[config.mk]
export PLATFORM = sky130hd
export DESIGN_NAME = pai_cell
export DESIGN_NICKNAME = d
export VERILOG_FILES = /design/src/sv/pai_pkg.sv /design/src/sv/pai_cell.sv
export SDC_FILE = /design/constraint.sdc
export NUM_CORES = 1
export LEC_CHECK = 0
export ABC_AREA = 1
export BUFFER_PORTS_ARGS = -buffer_cell sky130_fd_sc_hd__buf_2
export CELL_PAD_IN_SITES_DETAIL_PLACEMENT = 2
export CELL_PAD_IN_SITES_GLOBAL_PLACEMENT = 2
export CORE_MARGIN = 5
export CORE_UTILIZATION = 25
export DETAILED_ROUTE_END_ITERATION = 12
export PLACE_DENSITY = 0.95
export SETUP_SLACK_MARGIN = 0.15
export SLEW_MARGIN = 20
export SYNTH_ARGS = -nofsm -noshare
export SYNTH_HDL_FRONTEND = slang
export SYNTH_SLANG_ARGS = --single-unit
[constraint.sdc]
create_clock -name clock -period 4.39 [get_ports clock]
set_input_delay 0.2195 -clock clock [delete_from_list [all_inputs] [get_ports clock]]
set_output_delay 0.2195 -clock clock [all_outputs]
set_load 0.1 [all_outputs]
[src/sv/pai_pkg.sv]
`timescale 1ns / 1ps

package pai_pkg;

   // Sizing
   localparam int CAPACITY_DEFAULT = 64;
   localparam int VAL_W            = 32;
   localparam int BOUND_W          = VAL_W + 2;
   localparam int TOL_W            = 31;
   localparam int READ_IDX_W       = 6;
   localparam int COUNT_OUT_W      = 7;
   localparam int CSR_ADDR_W       = 3;
   localparam int CSR_DATA_W       = 32;

   // Register map (word index taken from paddr above the byte bits)
   localparam logic [0:0] REG_TOLERANCE = 1'b0;
   localparam logic [TOL_W-1:0] TOL_RESET = TOL_W'(1);

   // Operation codes
   localparam logic FUNC_INSERT = 1'b0;
   localparam logic FUNC_READ   = 1'b1;

   typedef enum logic [2:0] {
      ST_INSERTED   = 3'd0,
      ST_REJECTED   = 3'd1,
      ST_DROPPED    = 3'd2,
      ST_READ_OK    = 3'd3,
      ST_READ_EMPTY = 3'd4
   } status_type;

   typedef struct packed {
      logic signed [VAL_W-1:0] ret;
      logic signed [VAL_W-1:0] risk;
   } entry_type;

   // New point and its tolerance window on both objectives
   typedef struct packed {
      entry_type                 point;
      logic signed [BOUND_W-1:0] ret_hi;
      logic signed [BOUND_W-1:0] ret_lo;
      logic signed [BOUND_W-1:0] risk_hi;
      logic signed [BOUND_W-1:0] risk_lo;
   } probe_type;

   // Command broadcast to every cell
   typedef struct packed {
      logic cmp;
      logic clear;
      logic compact;
      logic append;
      logic rotate;
   } cell_cmd_type;

   // What a cell shows its neighbors: entry and kill go left, hole and reject go right
   typedef struct packed {
      entry_type ent;
      logic      kill;
      logic      hole;
      logic      rej;
   } link_type;

endpackage

[src/sv/pai_cell.sv]
`timescale 1ns / 1ps

module pai_cell import pai_pkg::*; (
   input  logic         clock,
   input  logic         reset,
   input  cell_cmd_type cmd,
   input  probe_type    probe,
   input  logic         live,
   input  logic         is_top,
   input  logic         is_load,
   input  entry_type    wrap_ent,
   input  link_type     left_link,
   input  link_type     right_link,
   output link_type     link
);

   entry_type ent_ff, ent_in;
   logic      kill_ff, kill_in;
   logic      rej_ff, rej_in;

   logic signed [BOUND_W-1:0] ret_x, risk_x;
   logic eq_r, eq_k;
   logic s_gt_r, s_lt_k, p_gt_r, p_lt_k;
   logic new_dom, old_dom, dup;
   logic shift;

   // Tolerance windows: |x - y| < tol  <=>  y - tol < x < y + tol
   assign ret_x  = $signed({{2{ent_ff.ret[VAL_W-1]}}, ent_ff.ret});
   assign risk_x = $signed({{2{ent_ff.risk[VAL_W-1]}}, ent_ff.risk});
   assign eq_r   = (ret_x < probe.ret_hi) && (ret_x > probe.ret_lo);
   assign eq_k   = (risk_x < probe.risk_hi) && (risk_x > probe.risk_lo);

   assign s_gt_r = ent_ff.ret > probe.point.ret;
   assign s_lt_k = ent_ff.risk < probe.point.risk;
   assign p_gt_r = probe.point.ret > ent_ff.ret;
   assign p_lt_k = probe.point.risk < ent_ff.risk;

   // Domination in both directions, plus near-duplicate
   assign new_dom = (p_gt_r && !eq_r && (p_lt_k || eq_k)) ||
                    (p_lt_k && !eq_k && (p_gt_r || eq_r));
   assign old_dom = (s_gt_r && !eq_r && (s_lt_k || eq_k)) ||
                    (s_lt_k && !eq_k && (s_gt_r || eq_r));
   assign dup     = eq_r && eq_k;

   // Shift when a killed live entry sits here or anywhere to the left
   assign shift = left_link.hole || (live && kill_ff);

   assign link.ent  = ent_ff;
   assign link.kill = kill_ff;
   assign link.hole = shift;
   assign link.rej  = left_link.rej || rej_ff;

   always_comb begin
      ent_in  = ent_ff;
      kill_in = kill_ff;
      rej_in  = rej_ff;
      if (cmd.clear) begin
         kill_in = 1'b0;
         rej_in  = 1'b0;
      end
      if (cmd.cmp) begin
         kill_in = live && new_dom;
         rej_in  = live && (old_dom || dup);
      end
      // Close one hole: pull the right neighbor in
      if (cmd.compact && shift) begin
         ent_in  = right_link.ent;
         kill_in = right_link.kill;
      end
      if (cmd.append && is_load) begin
         ent_in = probe.point;
      end
      // Rotate the live region left by one
      if (cmd.rotate) begin
         if (is_top) begin
            ent_in = wrap_ent;
         end else if (live) begin
            ent_in = right_link.ent;
         end
      end
   end

   always_ff @(posedge clock) begin
      ent_ff <= ent_in;
      if (reset) begin
         kill_ff <= 1'b0;
         rej_ff  <= 1'b0;
      end else begin
         kill_ff <= kill_in;
         rej_ff  <= rej_in;
      end
   end

endmodule

======== Word-level counts from Yosys, hierarchy flattened ========
Cells that the tools add are included.
word-level totals
  bits in registers ....................... 66
  input port bits ......................... 408
  output and inout bits ................... 67
  logic and storage cells ................. 50
cells by class
  order comparisons ....................... 8
  muxes and demuxes ....................... 9
  reduce and logical (&&, ||, !) cells .... 29
operators with widths
  kind                                                        number
  64-bit two-way mux                                          5
  32-bit by 34-bit greater-than comparator with 1-bit output  2
  32-bit by 34-bit < comparator with 1-bit output             2
  32-bit greater-than comparator                              2
  32-bit < comparator                                         2
  1-bit logical AND                                           16
  1-bit logical OR                                            9
  1-bit two-way mux                                           4
  3-bit nonzero test                                          1
  1-bit zero test                                             2
  2-bit nonzero test                                          1

======== Logic depth before layout (Yosys ltp) ========
  word-level depth ........................ 9
  depth in mapped cells ................... 20
  depth with buffers taken out ............ 20

======== Worst setup path after synthesis ========
No wires, ideal clock.
  kind .................................... register to register
  start point ............................. register ent_ff, in the netlist link[66]
  end point ............................... register rej_ff
  library setup time ...................... 70 ps
  arrival time ............................ 2526 ps
  data required time ...................... 4320 ps
  slack ................................... 1794 ps
  cell stages (with the launch flop) ...... 14
  path buffers ............................ 0
  clock period less this slack ............ 2596 ps
  cells stage by stage .................... dfxtp_1 > inv_1 > ha_1 > nand2_1 > nor2_2 > nand4_1 > nor4_2 > nand2_1 > nand2_1 > nand2_1 > and2_0 > nand2_1 > nand3_1 > a21oi_1
on the way
  cells in the longest elaborated chain, start to end .. 9
  elaborated cells between the ends (all ways) .. 14
  those cells by class .................... order compare (3); mux (1); reduce/logical (10)
RTL lines
  what                                                                                                                           RTL line        text
  start, declared                                                                                                                pai_cell.sv:17  entry_type ent_ff, ent_in;
  start signal, assigned                                                                                                         pai_cell.sv:84  ent_ff <= ent_in;
  32-bit by 34-bit < comparator with 1-bit output or 32-bit by 34-bit greater-than comparator with 1-bit output (tied branches)  pai_cell.sv:30  assign eq_r = (ret_x < probe.ret_hi) && (ret_x > probe.ret_lo);
  1-bit logical AND                                                                                                              pai_cell.sv:30
  1-bit zero test                                                                                                                pai_cell.sv:41  assign old_dom = (s_gt_r && !eq_r && (s_lt_k || eq_k)) ||
  1-bit logical AND (2 in a row)                                                                                                 pai_cell.sv:41
  1-bit logical OR                                                                                                               pai_cell.sv:41
  1-bit logical OR *                                                                                                             pai_cell.sv:63  rej_in = live && (old_dom || dup);
  1-bit logical AND *                                                                                                            pai_cell.sv:63
  1-bit two-way mux *                                                                                                            pai_cell.sv:61  if (cmd.cmp) begin
  end signal, assigned                                                                                                           pai_cell.sv:90  rej_ff <= rej_in;
  end, declared                                                                                                                  pai_cell.sv:19  logic rej_ff, rej_in;
Mark *: on every way between the ends. The rest lies on a longest branch, timed or not.
A chain may end at the register's enable or synchronous reset.

==> flow_metrics.tcl <==
set metrics [dict create \
    final_cells 2411 \
    worstPathArrival_ns 2.67 \
    areaGrowthSynthToFinish_pct 30.5 \
    synth_top_family_by_area "adder cells" \
    nets 2488 \
    drc_errors 0 \
    insertion_delay_ns 0.38 \
    critPathLaunchType "flop" \
    fin_ws_ns 1.50 \
    first_iter_violations 429 \
    dr.pass1.iters 5 \
    vdd_drop_max_v 0.000186 \
    synthSimpleGateAreaFrac_pct 21.6 \
    port_buffers 407 \
    vias 12630 \
    initial_core_util_pct 25.3 \
    htreeDepth 3 \
    r2r_slack_ns 1.63 \
    worstPathRequired_ns 4.17 \
    synth_edf_count 0 \
    syn_nets 2131 \
    clock-root-buffer "clkbuf_16" \
    cts_tree "yes" \
    grt_remaining_overflow 0 \
    drive_above_1_share_pct 24.2 \
    ctsResizeCount 0 \
    ant_nets 0 \
    dp_hpwl_um 42700 \
    synth_top_area_share_pct 26.1 \
    ys_warn_count 0 \
    place.gp.congestion 0.880 \
    clk_pin_slew_ns 0.07 \
    rsz0062_at_grt "no" \
    hold_buffers 1 \
    finalHoldViolations 0 \
    grt_max_degree 76 \
    final_util_pct 33.0 \
    yosysMostFrequentCell "nand2_1" \
    period_needed_ns 2.89 \
    skew_ns 0.00934 \
    use_met3_pct 4.40 \
    vias_per_cell 5.24 \
    synth_ff_type "dfxtp_1" \
    dp_slack_ns 1.49 \
    post_cts_buffers 0 \
    grtUsageMet1_pct 26.9 \
    endpoint_kind "output port" \
    synth_seq_area_share_pct 13.9 \
    yosys-top-cells-area "ha_1 (26%), dfxtp_1 (14%), nand2_1 (11%)" \
    worst_pin_slew_ns 1.05 \
    cts-buffers-inserted 9 \
    grt_pass1_wl_um 80200 \
    grt.total_usage_pct 24.7 \
    setup_violations 0 \
    power_density_nw_per_um2 324 \
    postSynthAreaPerCell_um2 6.23 \
    post-route-period-util_pct 65.9 \
    yosysUniqueCellTypes 35 \
    tns_ns 0 \
    grt_pass1_vias 14350 \
    placedCellCount 2381 \
    outcome "complete, no violations" \
    synth_xor_area_share_pct 0 \
    hold_slack_ns 0.149 \
    antenna_found_initial 15 \
    slew_violations 0 \
    synth_largest_area_cell "ha_1" \
    grtUsageMet2_pct 47.1 \
    cap_violations 0 \
    worst-setup-path-type "flop to output port" \
    worstHoldPathType "input pin to flop" \
    routed_wl_um 54000 \
    synthTopCellsByCount "nand2_1 (286), inv_1 (261), a21oi_1 (213)" \
    syn_area_um2 9500 \
    die_y_um 205 \
    fp-row-count 71 \
    wire_per_inst_um 22.4 \
    ys_ff_latch 66 \
    busiest_layer "met2" \
    fmax_mhz 346 \
    synth_compound_area_share_pct 25.0 \
    coreArea_um2 37600 \
    ios 475 \
    synth.area.mux_share_pct 0 \
    synthArstFlopShare_pct 0 \
    cts.sinks 66 \
    die_area_um2 42000 \
    total_leakage_power_uw 0.00710 \
    slew_headroom_pct 29.8 \
    synthCells 1525 \
    clk_path_buf_depth 2 \
    crit_fanout 32 \
    die_w_um 205 \
    synthAdderAreaFrac_pct 26.1 \
]
==> worst paths after layout <==
kind / start / endpoint / depth (start not counted)
max: kill_ff$_SDFFE_PP0P_ / link[1] / 3
min: probe[157] / link[24]$_DFF_P_ / 3
max reg2reg: kill_ff$_SDFFE_PP0P_ / link[12]$_DFF_P_ / 4
min reg2reg: rej_ff$_SDFFE_PP0P_ / rej_ff$_SDFFE_PP0P_ / 2
==> worst max-delay path, stage by stage (launching register included) <==
cell and delay [ns]:
dfxtp_1 0.40, a21o_2 0.77, buf_4 0.57, buf_2 0.52
==> power by group <==
group	total (uW)	leakage (uW)	switching, uW	internal (uW)
logic	2220	0.00638	1580	639
registers	849	0.000556	164	685
clock network	942	0.000165	370	573
==> per-layer routing <==
layer | wire length (um) | vias up
met5 | 69 | -
met1 | 21100 | 6217
li1 | - | 5876
met4 | 1530 | 12
met3 | 2850 | 98
met2 | 28500 | 427
==> flip-flops by register name, indices dropped and copies added, names as in the netlist <==
signal / flops
kill_ff: 1
link: 64
rej_ff: 1
==> cell families (layout without fill, tap and decap cells) <==
group | count (synthesis) | after routing
simple gates | 478 | 478
buf+inv | 337 | 699
fa+ha+maj | 198 | 198
compound gates | 446 | 446
flops | 66 | 66
other cells | 0 | 13
==> layout make-up <==
type	instances	area, um2
fill	4710	25200
multi-input combinational	1122	6930
timing repair buffer	416	2110
sequential	66	1320
inverter	267	1000
tap	511	639
clock buffer	10	239
clock inverter	6	114
antenna	13	32.5
==> stage by stage <==
| step | total power (uW) | cell area (um2) |
|---|---|---|
| floorplan | 2320 | 9500 |
| detailed placement | 3080 | 12000 |
| global placement | 2910 | 12000 |
| CTS | 4050 | 12400 |
| finish | 4010 | 12400 |
| global route | 4260 | 12400 |
==> cells in the final DEF (no fill, tap or decap), drive strengths merged <==
master	synthesis	final
clkinvlp	0	2
and3	1	1
a21o	10	10
nand4	19	19
clkbuf	67	10
a211oi	4	4
buf	3	415
nor2	67	67
and2	2	2
clkinv	0	1
nand3	83	83
or2	1	1
nor3	4	4
inv	267	267
diode	0	13
ha	198	198
o21ai	145	145
dfxtp	66	66
nor4	6	6
a31oi	4	4
dlygate4sd3	0	1
o21a	2	2
o22ai	60	60
o21bai	1	1
bufinv	0	3
nand2	289	289
a21oi	214	214
a21boi	1	1
o211ai	5	5
nand3b	6	6
No activity file was read; power rests on OpenSTA's default activity.
