[src/sv/pai_pkg.sv]
`timescale 1ns / 1ps

package pai_pkg;

   // Sizing
   localparam int CAPACITY_DEFAULT = 64;
   localparam int VAL_W            = 32;
   localparam int BOUND_W          = VAL_W + 2;
   localparam int TOL_W            = 31;
   localparam int READ_IDX_W       = 6;
   localparam int COUNT_OUT_W      = 7;
   localparam int CSR_ADDR_W       = 3;
   localparam int CSR_DATA_W       = 32;

   // Register map (word index taken from paddr above the byte bits)
   localparam logic [0:0] REG_TOLERANCE = 1'b0;
   localparam logic [TOL_W-1:0] TOL_RESET = TOL_W'(1);

   // Operation codes
   localparam logic FUNC_INSERT = 1'b0;
   localparam logic FUNC_READ   = 1'b1;

   typedef enum logic [2:0] {
      ST_INSERTED   = 3'd0,
      ST_REJECTED   = 3'd1,
      ST_DROPPED    = 3'd2,
      ST_READ_OK    = 3'd3,
      ST_READ_EMPTY = 3'd4
   } status_type;

   typedef struct packed {
      logic signed [VAL_W-1:0] ret;
      logic signed [VAL_W-1:0] risk;
   } entry_type;

   // New point and its tolerance window on both objectives
   typedef struct packed {
      entry_type                 point;
      logic signed [BOUND_W-1:0] ret_hi;
      logic signed [BOUND_W-1:0] ret_lo;
      logic signed [BOUND_W-1:0] risk_hi;
      logic signed [BOUND_W-1:0] risk_lo;
   } probe_type;

   // Command broadcast to every cell
   typedef struct packed {
      logic cmp;
      logic clear;
      logic compact;
      logic append;
      logic rotate;
   } cell_cmd_type;

   // What a cell shows its neighbors: entry and kill go left, hole and reject go right
   typedef struct packed {
      entry_type ent;
      logic      kill;
      logic      hole;
      logic      rej;
   } link_type;

endpackage

[src/sv/pai_csr.sv]
`timescale 1ns / 1ps

module pai_csr import pai_pkg::*; (
   input  logic                  clock,
   input  logic                  reset,
   input  logic                  csr_psel,
   input  logic                  csr_penable,
   input  logic                  csr_pwrite,
   input  logic [CSR_ADDR_W-1:0] csr_paddr,
   input  logic [CSR_DATA_W-1:0] csr_pwdata,
   output logic [CSR_DATA_W-1:0] csr_prdata,
   output logic                  csr_pready,
   output logic [TOL_W-1:0]      tolerance
);

   logic [TOL_W-1:0] tol_ff, tol_in;
   logic             tol_sel;

   assign tol_sel    = (csr_paddr[CSR_ADDR_W-1:2] == REG_TOLERANCE);
   assign csr_pready = 1'b1;
   assign tolerance  = tol_ff;

   // Take the write in the access phase
   always_comb begin
      tol_in = tol_ff;
      if (csr_psel && csr_penable && csr_pwrite && tol_sel) begin
         tol_in = csr_pwdata[TOL_W-1:0];
      end
   end

   always_comb begin
      csr_prdata = '0;
      if (tol_sel) begin
         csr_prdata = CSR_DATA_W'(tol_ff);
      end
   end

   always_ff @(posedge clock) begin
      if (reset) begin
         tol_ff <= TOL_RESET;
      end else begin
         tol_ff <= tol_in;
      end
   end

endmodule

[config.mk]
export PLATFORM = sky130hd
export DESIGN_NAME = pai_csr
export DESIGN_NICKNAME = d
export VERILOG_FILES = /design/src/sv/pai_pkg.sv /design/src/sv/pai_csr.sv
export SDC_FILE = /design/constraint.sdc
export NUM_CORES = 1
export LEC_CHECK = 0
export BUFFER_PORTS_ARGS = -buffer_cell sky130_fd_sc_hd__buf_2
export CAP_MARGIN = 20
export CORE_AREA = 4 4 65 67
export CTS_BUF_LIST = sky130_fd_sc_hd__clkbuf_4 sky130_fd_sc_hd__clkbuf_8
export CTS_CLUSTER_SIZE = 40
export DETAILED_ROUTE_END_ITERATION = 10
export DIE_AREA = 0 0 69 71
export GPL_TIMING_DRIVEN = 0
export PLACE_DENSITY_LB_ADDON = 0.12
export REMOVE_ABC_BUFFERS = 1
export SYNTH_ARGS = -nofsm -noshare
export SYNTH_HDL_FRONTEND = slang
export SYNTH_SLANG_ARGS = --single-unit
export TNS_END_PERCENT = 1
[constraint.sdc]
create_clock -name clock -period 1.3 [get_ports clock]
set_clock_uncertainty 0.1 [all_clocks]
set_input_delay 0 -clock clock [delete_from_list [all_inputs] [get_ports clock]]
set_output_delay 0 -clock clock [all_outputs]
set_load 0.005 [all_outputs]
# Word level (Yosys, flattened, before mapping)
# Index checks and enable logic that the tools add are counted.
dict set report op_classes {
  n_mux 1
  bitwise_logic 1
  reduce_logical 3
}
# cell count
set op_table {}
lappend op_table {{$mux W31} 1}
lappend op_table {{$logic_and A1 B1 Y1} 3}
lappend op_table {{$not A1 Y1} 1}
dict set report word_totals {
  register_bits 31
  inputBits 40
  out_inout_bits 64
  wordCells 6
}

# Depth between registers and ports, before layout
# Gate-level depths: netlist of the first run.
dict set report logic_depth {
  ltp_word 3
  ltp_mapped 4
  depth_no_buf 2
}

# Least setup slack after synthesis of the first run
# Ideal clock, no wire load.
dict set report synth_path {
  path_type {input to register}
  start {input port csr_paddr[2]}
  end {register tol_ff[0], in the netlist tolerance[0]}
  setup_ns 0.072
  arrival_ns 0.660
  required_time_ns 1.128
  setup_slack_ns 0.469
  stages 4
  n_path_buf 2
  path_cell_list {and4b_1 buf_6 buf_12 mux2i_1}
}
dict set report synth_between {
  elab_chain_len 2
}
# element line_no
set synth_rtl {}
lappend synth_rtl {{from (decl)} pai_csr.sv:9} ;# input logic [CSR_ADDR_W-1:0] csr_paddr,
lappend synth_rtl {{$not A1 Y1} pai_csr.sv:19} ;# assign tol_sel = (csr_paddr[CSR_ADDR_W-1:2] == REG_TOLERANCE);
lappend synth_rtl {{$logic_and A1 B1 Y1} pai_csr.sv:26} ;# if (csr_psel && csr_penable && csr_pwrite && tol_sel) begin
lappend synth_rtl {{to (signal assigned)} pai_csr.sv:42} ;# tol_ff <= tol_in;
lappend synth_rtl {{to (decl)} pai_csr.sv:16} ;# logic [TOL_W-1:0] tol_ff, tol_in;
# Every way passes these cells.
# A chain may end at the register's enable or synchronous reset.

# Final worst setup path of the first run
# Same ends and word-level chain as after synthesis.

==> results of run 1 <==
==> where the power goes <==
group,total [uW],switching (uW),internal [uW]
combinational,302,114,188
clock,754,337,417
sequential,986,14.7,971
==> metrics by stage <==
step	worst slack, ns	util, %
floorplan	-0.352	-
detailed placement	-0.211	57.8
global route	0.000546	68.8
CTS	0.0748	68.8
global placement	-1.11	57.2
finish	0.102	68.8
==> cell type report <==
cell class,instances,area [um^2],area share (%)
clock buffer,7,83.8,3.35
clock inverter,1,5.00,0.200
multi-input combinational,127,911,36.4
sequential,31,621,24.8
tap,48,60.1,2.40
timing repair buffer,130,821,32.8
==> cells by family (layout without fill, tap and decap cells) <==
group | count (synthesis) | after routing | synth area share, %
other cells | 2 | 2 | 0.456
simple gates | 94 | 94 | 35.8
buf+inv | 15 | 138 | 7.29
mux | 31 | 31 | 18.8
flops | 31 | 31 | 37.7
==> worst paths after layout <==
path / cells past startpoint / to / slack [ns]
hold / removal: 3 / tolerance[6]$_SDFFE_PP0P_ / 0.15
setup / recovery: 4 / tolerance[0]$_SDFFE_PP1P_ / 0.10
hold reg to reg: 2 / tolerance[3]$_SDFFE_PP0P_ / 0.38
setup reg to reg: 2 / tolerance[23]$_SDFFE_PP0P_ / 0.55
==> tightest hold or removal path, cell delays in order <==
cell and delay, ns:
buf_2 0.11, and4b_4 0.24, mux2i_1 0.12
==> synthesized netlist by cell type <==
cell	instances
buf_6	1
buf_4	2
nor2b_1	30
nor2_1	2
buf_12	3
mux2i_1	31
nand2b_1	60
and4b_1	1
dfxtp_1	31
conb_1	2
and2b_2	1
clkbuf_1	9
==> what timing repair did <==
item                       in CTS  in global routing
hold buffers                   31                  0
gates resized for setup         0                  1
hold endpoints to repair       31                  0
setup endpoints to repair       0                  5
==> metal layers <==
metal	share of wire (%)	wire length (um)
met2	50	2150
met4	0.79	34
met1	41	1770
met3	7.9	340
met5	0	0
==> impl_metrics.yaml, run 1 <==
global_route:
  antenna_found_initial: 0
  grt_pass1_vias: 1580
  grt_use_total_pct: 17.3
  top_usage_layer: "met2"
  grt_overflow: 0
  met3_usage_pct: 5.54
  gr-usage-met2_pct: 32.1
  grt_max_degree: 63
  grt_use_met1_pct: 18.9
  grt_pass1_wl_um: 7010
logic_synthesis:
  synth_top_area_share_pct: 37.7
  syn_avg_cell_area_um2: 9.53
  synth_top_cell_by_area: "dfxtp_1"
  ys_ff_latch: 31
  synthCells: 173
  synth_area_um2: 1650
  ys_seq_area_share_pct: 37.7
  yosysWarnings: 0
  synth_area_leaders: "dfxtp_1 38%, nand2b_1 23%, mux2i_1 19%, nor2b_1 11%, buf_12 3.6%"
  yosys.cell_types.count: 12
worst_setup_path:
  setup.worst_path.end_class: "flop"
  crit_type: "in2reg"
  cp_num_buf_inv: 2
  crit_chain: "buf_2, and4b_4, buf_12, mux2i_1"
  r2r_start: "tolerance[23]$_SDFFE_PP0P_"
  cp_top_family: "simple AND/OR/NAND/NOR gates"
  slowest_delay_ns: 0.54
  slowest_stage: "and4b_4"
  crit_start: "csr_paddr[2]"
  crit_required_ns: 1.39
  arrival_ns: 1.29
  crit_fanout: 32
  start_kind: "input pin"
timing:
  hold_violations: 0
  final.setup.tns_ns: 0
  slew_headroom_pct: 52.4
  period_minus_slack_ns: 1.20
  tightest_slew_ns: 0.714
  slew_violations: 0
  setup_viol: 0
  fin_crit_sh_pct: 92.2
  fmax_mhz: 834
  whs_ns: 0.146
  rsz0062_at_grt: "no"
cts:
  cts_tree: "done"
  clkTransAtPathRegs_ns: 0.06
  cts_buffers: 5
  cts_setup_buffers: 0
  root_buffer: "clkbuf_8"
  cts_max_level: 2
  cts_sinks: 31
  clk_latency_ns: 0.27
  cts_buffer_depth: 2
final_layout:
  drive_gt1_share_pct: 36.8
  final_common_cell: "buf_2"
  num_antenna_cells: 0
  fillers: 313
  post-route-cell-area_um2: 2500
  final-instance-count-excl-fill: 344
  most-common-layout-cells: "98 x buf_2, 60 x nand2b_1, 31 x mux2i_1, 31 x dlygate4sd3_1, 31 x dfxtp_1"
  area_delta_synth_final_pct: 51.8
  fin_nets: 335
  largest_register_ffs: 31
routing:
  via_per_inst: 4.44
  routedWlPerCell_um: 12.5
  vias: 1529
  drt-pass1-iter-count: 4
  drc: 0
  routed_wl_um: 4300
  final_antenna_net_count: 0
  drtIter0Drc: 66
status:
  status: "finished clean"
worst_hold_path:
  worstHoldPathType: "in2reg"
  hold_path.startpoint: "csr_penable"
floorplan:
  die_x_um: 69
  core_um2: 3630
  initial_utilization_pct: 45.4
  num_rows: 22
  die-area_um2: 4900
  io_pins: 104
  die_h_um: 71
power_and_ir_drop:
  power_leakage_uw: 0.00119
  pwr_density_cell_nw_per_um2: 816
  power.total_uw: 2040
  ir_worst_vdd_mv: 0.659
place:
  gp_congestion: 0.682
  dp_cells: 305
  dpl-instance-area_um2: 2100
  dp_hpwl_um: 2530
  portBuffers: 98
run:
  cap_violations: 0
(Power assumes the default switching activity.)
==> inputs of run 2 (changes only) <==
- ABC_AREA: unset -> 0
- BUFFER_PORTS_ARGS: -buffer_cell sky130_fd_sc_hd__buf_2 -> unset
- CORE_AREA: 4 4 65 67 -> 4 4 60 62
- DIE_AREA: 0 0 69 71 -> 0 0 64 66
- DONT_BUFFER_PORTS: unset -> 1
==> impl_metrics.yaml, run 2 (synthesis gave the netlist of run 1 again) <==
routing:
  drtIter0Drc: 17
  vias: 1394
  final_antenna_net_count: 0
  via_per_inst: 5.05
  routed_wl_um: 4500
  drt-pass1-iter-count: 4
  drc: 0
  routedWlPerCell_um: 16.3
worst_setup_path:
  reg2reg_depth: 3
  r2r_slack_ns: 0.35
  cp_num_buf_inv: 2
  crit_type: "in2reg"
  r2r-end: "tolerance[0]$_SDFFE_PP1P_"
  crit_start: "csr_pwdata[7]"
  crit_required_ns: 1.40
  setup.worst_path.end_class: "flop"
  crit_top_cell: "dlygate4sd3_1"
  crit_chain: "dlygate4sd3_1, nand2b_1, dlygate4sd3_1, mux2i_1"
  arrival_ns: 1.24
  slowest_stage: "dlygate4sd3_1"
  cp_top_family: "buffers and inverters"
  start_kind: "input pin"
  r2r_start: "tolerance[0]$_SDFFE_PP1P_"
  crit_fanout: 1
  slowest_delay_ns: 0.55
cts:
  cts_buffer_depth: 2
  clk_latency_ns: 0.34
  root_buffer: "clkbuf_4"
  cts_buffers: 5
  cts_sinks: 31
  clkTransAtPathRegs_ns: 0.08
  cts_max_level: 2
  cts_tree: "done"
  cts_setup_buffers: 0
floorplan:
  num_rows: 20
  io_pins: 104
  core_um2: 3030
  initial_utilization_pct: 54.4
  die_h_um: 66
  die-area_um2: 4220
  die_x_um: 64
status:
  status: "finished clean"
timing:
  setup_viol: 0
  rsz0062_at_grt: "no"
  fin_crit_sh_pct: 87.5
  slew_headroom_pct: 42.8
  fmax_mhz: 879
  slew_violations: 0
  whs_ns: 0.0997
  period_minus_slack_ns: 1.14
  fin_ws_ns: 0.162
  hold_violations: 0
  tightest_slew_ns: 0.857
final_layout:
  most-common-layout-cells: "62 x dlygate4sd3_1, 60 x nand2b_1, 31 x mux2i_1, 30 x nor2b_1, 30 x dfxtp_1"
  area_delta_synth_final_pct: 41.3
  final_util_pct: 76.9
  largest_register_ffs: 31
  fin_nets: 271
  num_antenna_cells: 0
  final-instance-count-excl-fill: 276
  drive_gt1_share_pct: 5.60
  final_common_cell: "dlygate4sd3_1"
worst_hold_path:
  holdPathStages: 1
  worstHoldPathType: "in2out"
  hold_path_end: "csr_prdata[28]"
  hold_path.startpoint: "csr_paddr[2]"
place:
  portBuffers: 0
  pre_cts_ws_ns: 0.0921
  gp_congestion: 0.585
  dp_cells: 203
global_route:
  grt_pass1_wl_um: 6790
  grt_overflow: 0
  grt_max_degree: 33
  grt_pass1_vias: 1393
  grt_use_total_pct: 21.3
  antenna_found_initial: 0
run:
  cap_violations: 0
power_and_ir_drop:
  power_leakage_uw: 0.000829
  ir_worst_vdd_mv: 0.607
  pwr_density_cell_nw_per_um2: 798
-- run 2: cell count changes in the layout (fill, tap and decap cells not counted), moves of 2 or more --
| cell | change |
|---|---|
| buf_2 | -98 |
| dlygate4sd3_1 | +31 |
| clkbuf_4 | +5 |
| clkbuf_8 | -5 |
| dlymetal6s4s_1 | +2 |
-- run 2: layout make-up --
cell class	count	area (um^2)
fillers	206	699
multi-input cells	127	908
flip-flops and latches	31	622
clock buffers	7	52.6
well taps	44	55.1
repair buffers	66	686
clock inverters	1	5.00
-- run 2: report_power, final --
part,total [uW],switching [uW],internal [uW]
registers,991,20.6,970
clock network,570,318,252
logic,298,95.9,202
total,1860,434,1420
-- run 2: repair_timing --
action | CTS | global route
endpoints found under the setup margin | 0 | 31
endpoints found under the hold margin | 61 | 31
resized for setup | 0 | 3
hold buffers | 63 | 2
-- run 2: per-stage QoR --
step / cell area, um^2 / power, uW / setup TNS [ns]
floorplan: 1530 / 1110 / -10.91
global placement: 1580 / 1120 / -21.17
detailed placement: 1600 / 1120 / 0
CTS: 2290 / 1850 / 0
global route: 2330 / 1960 / 0
finish: 2330 / 1860 / 0
-- run 2: worst max-delay path by stage --
stage,end,slack (ns),cells past startpoint
3_3_place_gp,tolerance[11]$_SDFFE_PP0P_,-0.69,2
6_report,tolerance[7]$_SDFFE_PP0P_,0.16,4
2_1_floorplan,tolerance[0]$_SDFFE_PP1P_,-0.35,2
3_5_place_dp,tolerance[6]$_SDFFE_PP0P_,0.09,3
5_1_grt,tolerance[26]$_SDFFE_PP0P_,0.12,4
4_1_cts,tolerance[27]$_SDFFE_PP0P_,0.01,3
-- run 2: layer usage --
| layer | share of wire, % | up-vias | GRT usage [%] |
|---|---|---|---|
| li1 | - | 656 | - |
| met1 | 37 | 661 | 21.5 |
| met2 | 53 | 69 | 38.8 |
| met3 | 9.1 | 8 | 8.67 |
| met4 | 1.4 | 0 | 8.63 |
| met5 | 0 | - | 0 |
==> inputs of run 3 (changes only) <==
- clock period: 1.3 -> 1.14 ns (I/O delays scaled with it)
==> impl_metrics.yaml, run 3 (synthesis gave the netlist of run 1 again) <==
worst_setup_path:
  slowest_delay_ns: 0.55
  reg2reg_depth: 2
  cp.depth: 4
  cp_num_buf_inv: 2
  crit_required_ns: 1.25
  slowest_stage: "dlygate4sd3_1"
  r2r-end: "tolerance[6]$_SDFFE_PP0P_"
  setup.worst_path.end_class: "flop"
  r2r_slack_ns: 0.35
  timing.critical_path.to: "tolerance[14]$_SDFFE_PP0P_"
  r2r_start: "tolerance[6]$_SDFFE_PP0P_"
  crit_top_cell: "dlygate4sd3_1"
  arrival_ns: 1.23
  crit_fanout: 1
  crit_type: "in2reg"
  cp_top_family: "buffers and inverters"
  start_kind: "input pin"
  crit_start: "csr_pwdata[14]"
  crit_chain: "dlygate4sd3_1, nand2b_1, dlygate4sd3_1, mux2i_1"
power_and_ir_drop:
  power.total_uw: 2100
  ir_worst_vdd_mv: 0.688
  power_leakage_uw: 0.000810
  pwr_density_cell_nw_per_um2: 915
cts:
  clkTransAtPathRegs_ns: 0.10
  cts_setup_buffers: 0
  cts_max_level: 2
  cts_buffer_depth: 2
  cts_sinks: 31
  cts_buffers: 5
  clk_latency_ns: 0.33
  root_buffer: "clkbuf_4"
  cts_tree: "done"
routing:
  routed_wl_um: 4400
  drtIter0Drc: 21
  drc: 0
  vias: 1339
  routedWlPerCell_um: 16.2
  drt-pass1-iter-count: 4
  via_per_inst: 4.92
  final_antenna_net_count: 0
place:
  pre_cts_ws_ns: -0.0679
  portBuffers: 0
  gp_congestion: 0.585
global_route:
  grt_use_total_pct: 20.3
  grt_pass1_vias: 1369
  grt_max_degree: 63
  grt_pass1_wl_um: 6470
  grt_overflow: 0
  antenna_found_initial: 0
timing:
  fmax_mhz: 887
  fin_ws_ns: 0.0125
  whs_ns: -0.0951
  setup_viol: 0
  slew_violations: 0
  fin_crit_sh_pct: 98.9
  hold_violations: 61
  period_minus_slack_ns: 1.13
  final.setup.tns_ns: 0
floorplan:
  die_x_um: 64
  io_pins: 104
  num_rows: 20
  core_um2: 3030
  initial_utilization_pct: 54.4
  die-area_um2: 4220
  die_h_um: 66
final_layout:
  ff_latch_area_um2: 621
  area_delta_synth_final_pct: 39.1
  drive_gt1_share_pct: 5.26
  multiInputGateArea_um2: 908
  largest_register_ffs: 31
  final_util_pct: 75.7
  num_antenna_cells: 0
  fillers: 213
  fin_nets: 267
  final_common_cell: "nand2b_1"
  most-common-layout-cells: "60 x nand2b_1, 56 x dlygate4sd3_1, 31 x mux2i_1, 31 x dfxtp_1, 30 x nor2b_1"
worst_hold_path:
  holdPathStages: 3
  worstHoldPathType: "in2reg"
status:
  violations: "hold timing"
  status: "complete, but fails checks"
run:
  cap_violations: 0
run 3: cell count changes in the layout (fill, tap and decap cells not counted), sizes merged:
cell	delta
dlygate4sd3	-6
dlymetal6s4s	+2
run 3: cell type report:
type	count	share of cell area [%]
repair buffers	62	28.4
well taps	44	2.40
flip-flops and latches	31	27.1
clock buffers	7	2.29
multi-input cells	127	39.6
clock inverters	1	0.218
run 3: worst min-delay path by stage:
| stage | startpoint | endpoint |
|---|---|---|
| 2_1_floorplan | csr_paddr[2] | csr_prdata[0] |
| 3_3_place_gp | csr_paddr[2] | csr_prdata[2] |
| 3_5_place_dp | csr_paddr[2] | csr_prdata[2] |
| 4_1_cts | reset | tolerance[0]$_SDFFE_PP1P_ |
| 5_1_grt | reset | tolerance[0]$_SDFFE_PP1P_ |
| 6_report | reset | tolerance[0]$_SDFFE_PP1P_ |
run 3: tightest hold or removal path, delay by kind of cell:
family | cells | cell delay [ns]
buffers and inverters | 1 | 0.14
and+or+nand+nor | 1 | 0.09
muxes | 1 | 0.07
run 3: where the power goes:
part | internal (uW) | leakage, uW | total [uW] | switching [uW]
combinational | 224 | 0.000523 | 317 | 93.1
clock | 287 | 0.0000361 | 652 | 364
sequential | 1110 | 0.000251 | 1130 | 23.7
total | 1620 | 0.000810 | 2100 | 481
run 3: per-stage QoR:
step	area (um^2)	cells
floorplan	1530	158
global placement	1580	202
detailed placement	1600	203
CTS	2260	271
global route	2290	272
finish	2290	272
run 3: metal layers:
layer  vias to the layer above  track usage [%]  part of all wire (%)
li1                        646                -                     -
met1                       624             20.0                    39
met2                        63             37.5                    53
met3                         6             8.16                   7.5
met4                         0             8.09                  0.95
met5                         -                0                     0
run 3: timing repair:
item	CTS	global route
endpoints found under the setup margin	0	5
hold endpoints to repair	61	61
resized for setup	0	4
hold buffers	60	2
